===== config.mk =====
export PLATFORM = sky130hd
export DESIGN_NAME = ara_div
export DESIGN_NICKNAME = d
export VERILOG_FILES = /design/src/rtl/ara_pkg.sv /design/src/rtl/ara_div.sv
export SDC_FILE = /design/constraint.sdc
export NUM_CORES = 1
export LEC_CHECK = 0
export ABC_AREA = 1
export BUFFER_PORTS_ARGS = -buffer_cell sky130_fd_sc_hd__buf_2
export CAP_MARGIN = 20
export CORE_MARGIN = 10
export CORE_UTILIZATION = 40
export DETAILED_ROUTE_END_ITERATION = 8
export GPL_ROUTABILITY_DRIVEN = 0
export PLACE_DENSITY = 0.65
export SYNTH_ARGS = -nofsm -noshare
export SYNTH_HDL_FRONTEND = slang
export SYNTH_SLANG_ARGS = --single-unit

===== constraint.sdc =====
create_clock -name clock -period 5.3 [get_ports clock]
set_input_delay 1.06 -clock clock [delete_from_list [all_inputs] [get_ports clock]]
set_output_delay 1.06 -clock clock [all_outputs]
set_load 0.02 [all_outputs]

===== src/rtl/ara_pkg.sv =====
// Shared types, constants and codes for the region allocator.
`timescale 1ns / 1ps
`default_nettype none
package ara_pkg;

   localparam int ARA_CELLS     = 4096;
   localparam int ARA_AW        = $clog2(ARA_CELLS);
   localparam int ARA_CNT_W     = ARA_AW + 1;
   localparam int ARA_MAX_PITCH = 64;
   localparam int ARA_CW        = 7;
   localparam int ARA_NUM_W     = 17;
   localparam int ARA_DEN_W     = 13;

   localparam logic CMD_ALLOC = 1'b0;
   localparam logic CMD_CLEAR = 1'b1;

   localparam logic CSR_REGION_SIZE = 1'b0;
   localparam logic CSR_CELL_SIZE   = 1'b1;

   typedef enum logic [1:0] {
      ST_ALLOCATED = 2'd0,
      ST_NO_FIT    = 2'd1,
      ST_ZERO      = 2'd2,
      ST_CLEARED   = 2'd3
   } status_type;

   typedef enum logic [3:0] {
      S_IDLE,
      S_START,
      S_DIV,
      S_CLEAR,
      S_SCAN,
      S_ERASE,
      S_PUSH_R,
      S_PUSH_B,
      S_CUT,
      S_DONE
   } fsm_type;

   typedef struct packed {
      logic        command;
      logic [15:0] request_width;
      logic [15:0] request_height;
   } req_type;

   typedef struct packed {
      logic [1:0]        status;
      logic [ARA_AW-1:0] region_index;
      logic [ARA_CW-1:0] cells_wide;
      logic [ARA_CW-1:0] cells_high;
   } rsp_type;

   typedef struct packed {
      logic [ARA_CW-1:0] xc;
      logic [ARA_CW-1:0] yc;
   } desc_type;

endpackage
`default_nettype wire


===== src/rtl/ara_div.sv =====
// Iterative saturating divider: largest 7-bit quotient q with q * den <= num.
`timescale 1ns / 1ps
`default_nettype none
module ara_div (
   input  wire logic                          clock,
   input  wire logic                          reset,
   input  wire logic                          start,
   input  wire logic [ara_pkg::ARA_NUM_W-1:0] num,
   input  wire logic [ara_pkg::ARA_DEN_W-1:0] den,
   output logic      [ara_pkg::ARA_CW-1:0]    quot,
   output logic                               busy
);
   import ara_pkg::*;

   localparam int PW = ARA_CW + ARA_DEN_W;

   logic [ARA_NUM_W-1:0] num_ff;
   logic [ARA_DEN_W-1:0] den_ff;
   logic [ARA_CW-1:0]    quot_ff, quot_in, trial;
   logic [2:0]           bit_ff;
   logic                 busy_ff;
   logic [PW-1:0]        prod;

   always_comb begin
      trial   = quot_ff | (ARA_CW'(1) << bit_ff);
      prod    = PW'(trial) * PW'(den_ff);
      quot_in = (prod <= PW'(num_ff)) ? trial : quot_ff;
   end

   always_ff @(posedge clock) begin
      if (reset) begin
         busy_ff <= 1'b0;
      end else if (start) begin
         busy_ff <= 1'b1;
      end else if (busy_ff && bit_ff == 3'd0) begin
         busy_ff <= 1'b0;
      end
   end

   always_ff @(posedge clock) begin
      if (start) begin
         num_ff  <= num;
         den_ff  <= den;
         quot_ff <= '0;
         bit_ff  <= 3'(ARA_CW - 1);
      end else if (busy_ff) begin
         quot_ff <= quot_in;
         bit_ff  <= bit_ff - 3'd1;
      end
   end

   assign quot = quot_ff;
   assign busy = busy_ff;

endmodule
`default_nettype wire


==> metrics.csv <==
metric,value,unit
reg2reg_depth,30,
fin_crit_sh,104,%
final_common_cell,nand2_1,
grt_max_degree,33,
cts_hold_buf,0,
wl_met1,5.11,mm
dp_hpwl,9.47,mm
wl_per_cell,14.2,µm
wl_met2,6.31,mm
synth_simple_gate_area_share,18.9,%
irDropWorstVdd,0.126,mV
fin_skew,0.00316,ns
hold_viol,0,
p_per_area,217,nW/µm²
finalInstanceArea,6340,µm²
top_layer,met4,
fp.dieH,129,µm
cts.sinks,41,
synth_area_leaders,"fa_1 (23%), edfxtp_1 (19%), ha_1 (16%)",
max_freq,182,MHz
yosysSeqAreaShare,23.5,%
die_w,129,µm
setup_violations,7,
syn_area,4770,µm²
tns,-1.24,ns
grt_pass1_vias,4353,
vias,4162,
yosys_warnings,0,
synth_cell_types,30,
layout-drive-gt1-share,30.6,%
fin_crit,5.49,ns
synth_xor_area_share,2.57,%
cts_made_buffers,5,
grt_pass1_wl,20.0,mm
critPathMaxFanout,7,
worst_pin_slew,0.766,ns
crit_required,5.54,ns
drt_iter0_drc,278,
rsz0062_at_grt,true,
synth_top_family_by_area,adder cells,
drv_cap,0,
htree_levels,2,
via_per_inst,4.87,
ys_ff_latch,41,
cts_tree,built,
place_area,5690,µm²
hold_path_depth,2,
cp_slowest_cell,fa_1,
clock_latency,0.30,ns
setup_slack,-0.190,ns
synthCells,585,
max_slew_margin,48.9,%
syn-num-nets,732,
antenna_found_initial,0,
avgSynthCellArea,8.15,µm²
dieArea,16700,µm²
run_status,finished with violations,
synth.mux.area_fraction,0,%
ant_nets,0,
rows,39,
mostFrequentLayoutCells,"nand2_1 (127), inv_1 (120), buf_4 (69)",
syn_to_final_growth,33.0,%
startpoint_type,flip-flop,
nFillCells,1022,
nNetsFinal,858,
critical_path_class,reg2reg,
ios,41,
cp.arrival,5.73,ns
antenna_cells,0,
synth_compound_area_share,5.33,%
clk_pin_slew_worst_paths,0.06,ns
grt_use_total,15.0,%
wl_met3,444,µm
leakagePower,3.38,nW
start_util,41.2,%
cp-end-kind,flip-flop,
clockBufferDepth,2,
synth_top_cell_by_area,fa_1,
drt_pass1_iterations,5,
portBuffers,40,
hp-class,reg2reg,
cts_root_buffer,clkbuf_16,
post-route-drc-count,0,
overflow,0,
crit_path_max_incr_delay,0.54,ns
violations,negative setup slack,
synth_top_area_share,22.7,%
core_area,11600,µm²
drt-total-wl,12.2,mm
drv_slew,0,
synth_fa_ha_area_share,38.4,%
==> sequential cells by signal (all words and copies together), names as in the netlist <==
register  flops
bit_ff        3
num_ff       17
busy          1
quot          7
den_ff       13
==> per-layer routing <==
metal | up-vias | track usage [%]
met2 | 81 | 25.8
li1 | 2035 | -
met5 | - | 0
met3 | 20 | 2.81
met4 | 0 | 6.42
met1 | 2026 | 18.0
==> synthesized netlist by cell type <==
library cell and instances:
nand2_1 143, o21ai_2 1, nor2_1 61, o21bai_1 1, nand4_1 3, a31oi_1 2
or2_1 1, fa_1 54, nand2_2 4, a21o_1 4, nand3b_1 2, nand3_1 7
xnor2_1 7, o21ai_0 2, nor3_1 1, o211ai_1 1, a21oi_1 34, a211oi_1 1
inv_1 140, edfxtp_1 30, nor2_2 1, nand3_2 1, clkbuf_1 1, xor2_1 7
clkinv_1 1, ha_1 60, inv_2 2, nor4_1 1, and2_1 1, dfxtp_1 11
==> critical path: cells and delay by family, from the launching register on <==
kind | cells | cell delay [ns]
AOI/OAI and AO/OA | 5 | 0.91
xor gates and xnor gates | 1 | 0.10
buffers and inverters | 7 | 0.45
and+or+nand+nor | 10 | 0.75
adders and majority gates | 7 | 2.81
DFF | 1 | 0.39
==> final cells by class <==
| cell class | instances | area [µm²] | area share (%) |
|---|---|---|---|
| multi-input cells | 400 | 3500 | 55.1 |
| flip-flops and latches | 41 | 1130 | 17.8 |
| repair buffers | 120 | 851 | 13.4 |
| inverters | 143 | 546 | 8.60 |
| well taps | 143 | 179 | 2.82 |
| clock buffers | 5 | 125 | 1.97 |
| clock inverters | 3 | 16.3 | 0.256 |
==> final timing paths <==
kind	start	to	slack (ns)
worst max-delay path	bit_ff[1]$_SDFFE_PP1P_	quot[5]$_SDFFE_PP0P_	-0.19
worst min-delay path	quot[0]$_SDFFE_PP0P_	quot[0]$_SDFFE_PP0P_	0.52
worst max register to register	bit_ff[1]$_SDFFE_PP1P_	quot[5]$_SDFFE_PP0P_	-0.19
worst min register to register	quot[0]$_SDFFE_PP0P_	quot[0]$_SDFFE_PP0P_	0.52
==> per-stage QoR <==
stage               std cells  setup slack (ns)  total power [W]  utilization [%]  hold slack [ns]
detailed placement        827            -0.454         0.000939             49.2            0.492
CTS                       848            -0.147          0.00133             53.4            0.501
floorplan                 585            0.0159         0.000751                -            0.491
finish                    855            -0.190          0.00138             54.9            0.522
global route              855            -0.471          0.00148             54.9            0.520
global placement          827            -0.301         0.000926             49.2            0.465
==> repair_timing <==
item / 4_1_cts / 5_1_grt
pin swaps: 52 / 52
setup endpoints to repair: 7 / 7
gates resized for setup: 59 / 38
buffers inserted: 13 / 7
==> where the power goes <==
group / internal (W) / total, W / switching [W]
clock network: 0.000173 / 0.000311 / 0.000137
logic: 0.000306 / 0.000679 / 0.000373
registers: 0.000369 / 0.000387 / 0.0000182
==> logic make-up (layout without fill, tap and decap cells) <==
kind of cell	after synthesis	after routing
DFF	41	41
and+or+nand+nor	226	226
xor gates and xnor gates	14	14
adders and majority gates	114	114
buffers and inverters	144	271
AOI/OAI and AO/OA	46	46
(Power assumes the default switching activity.)
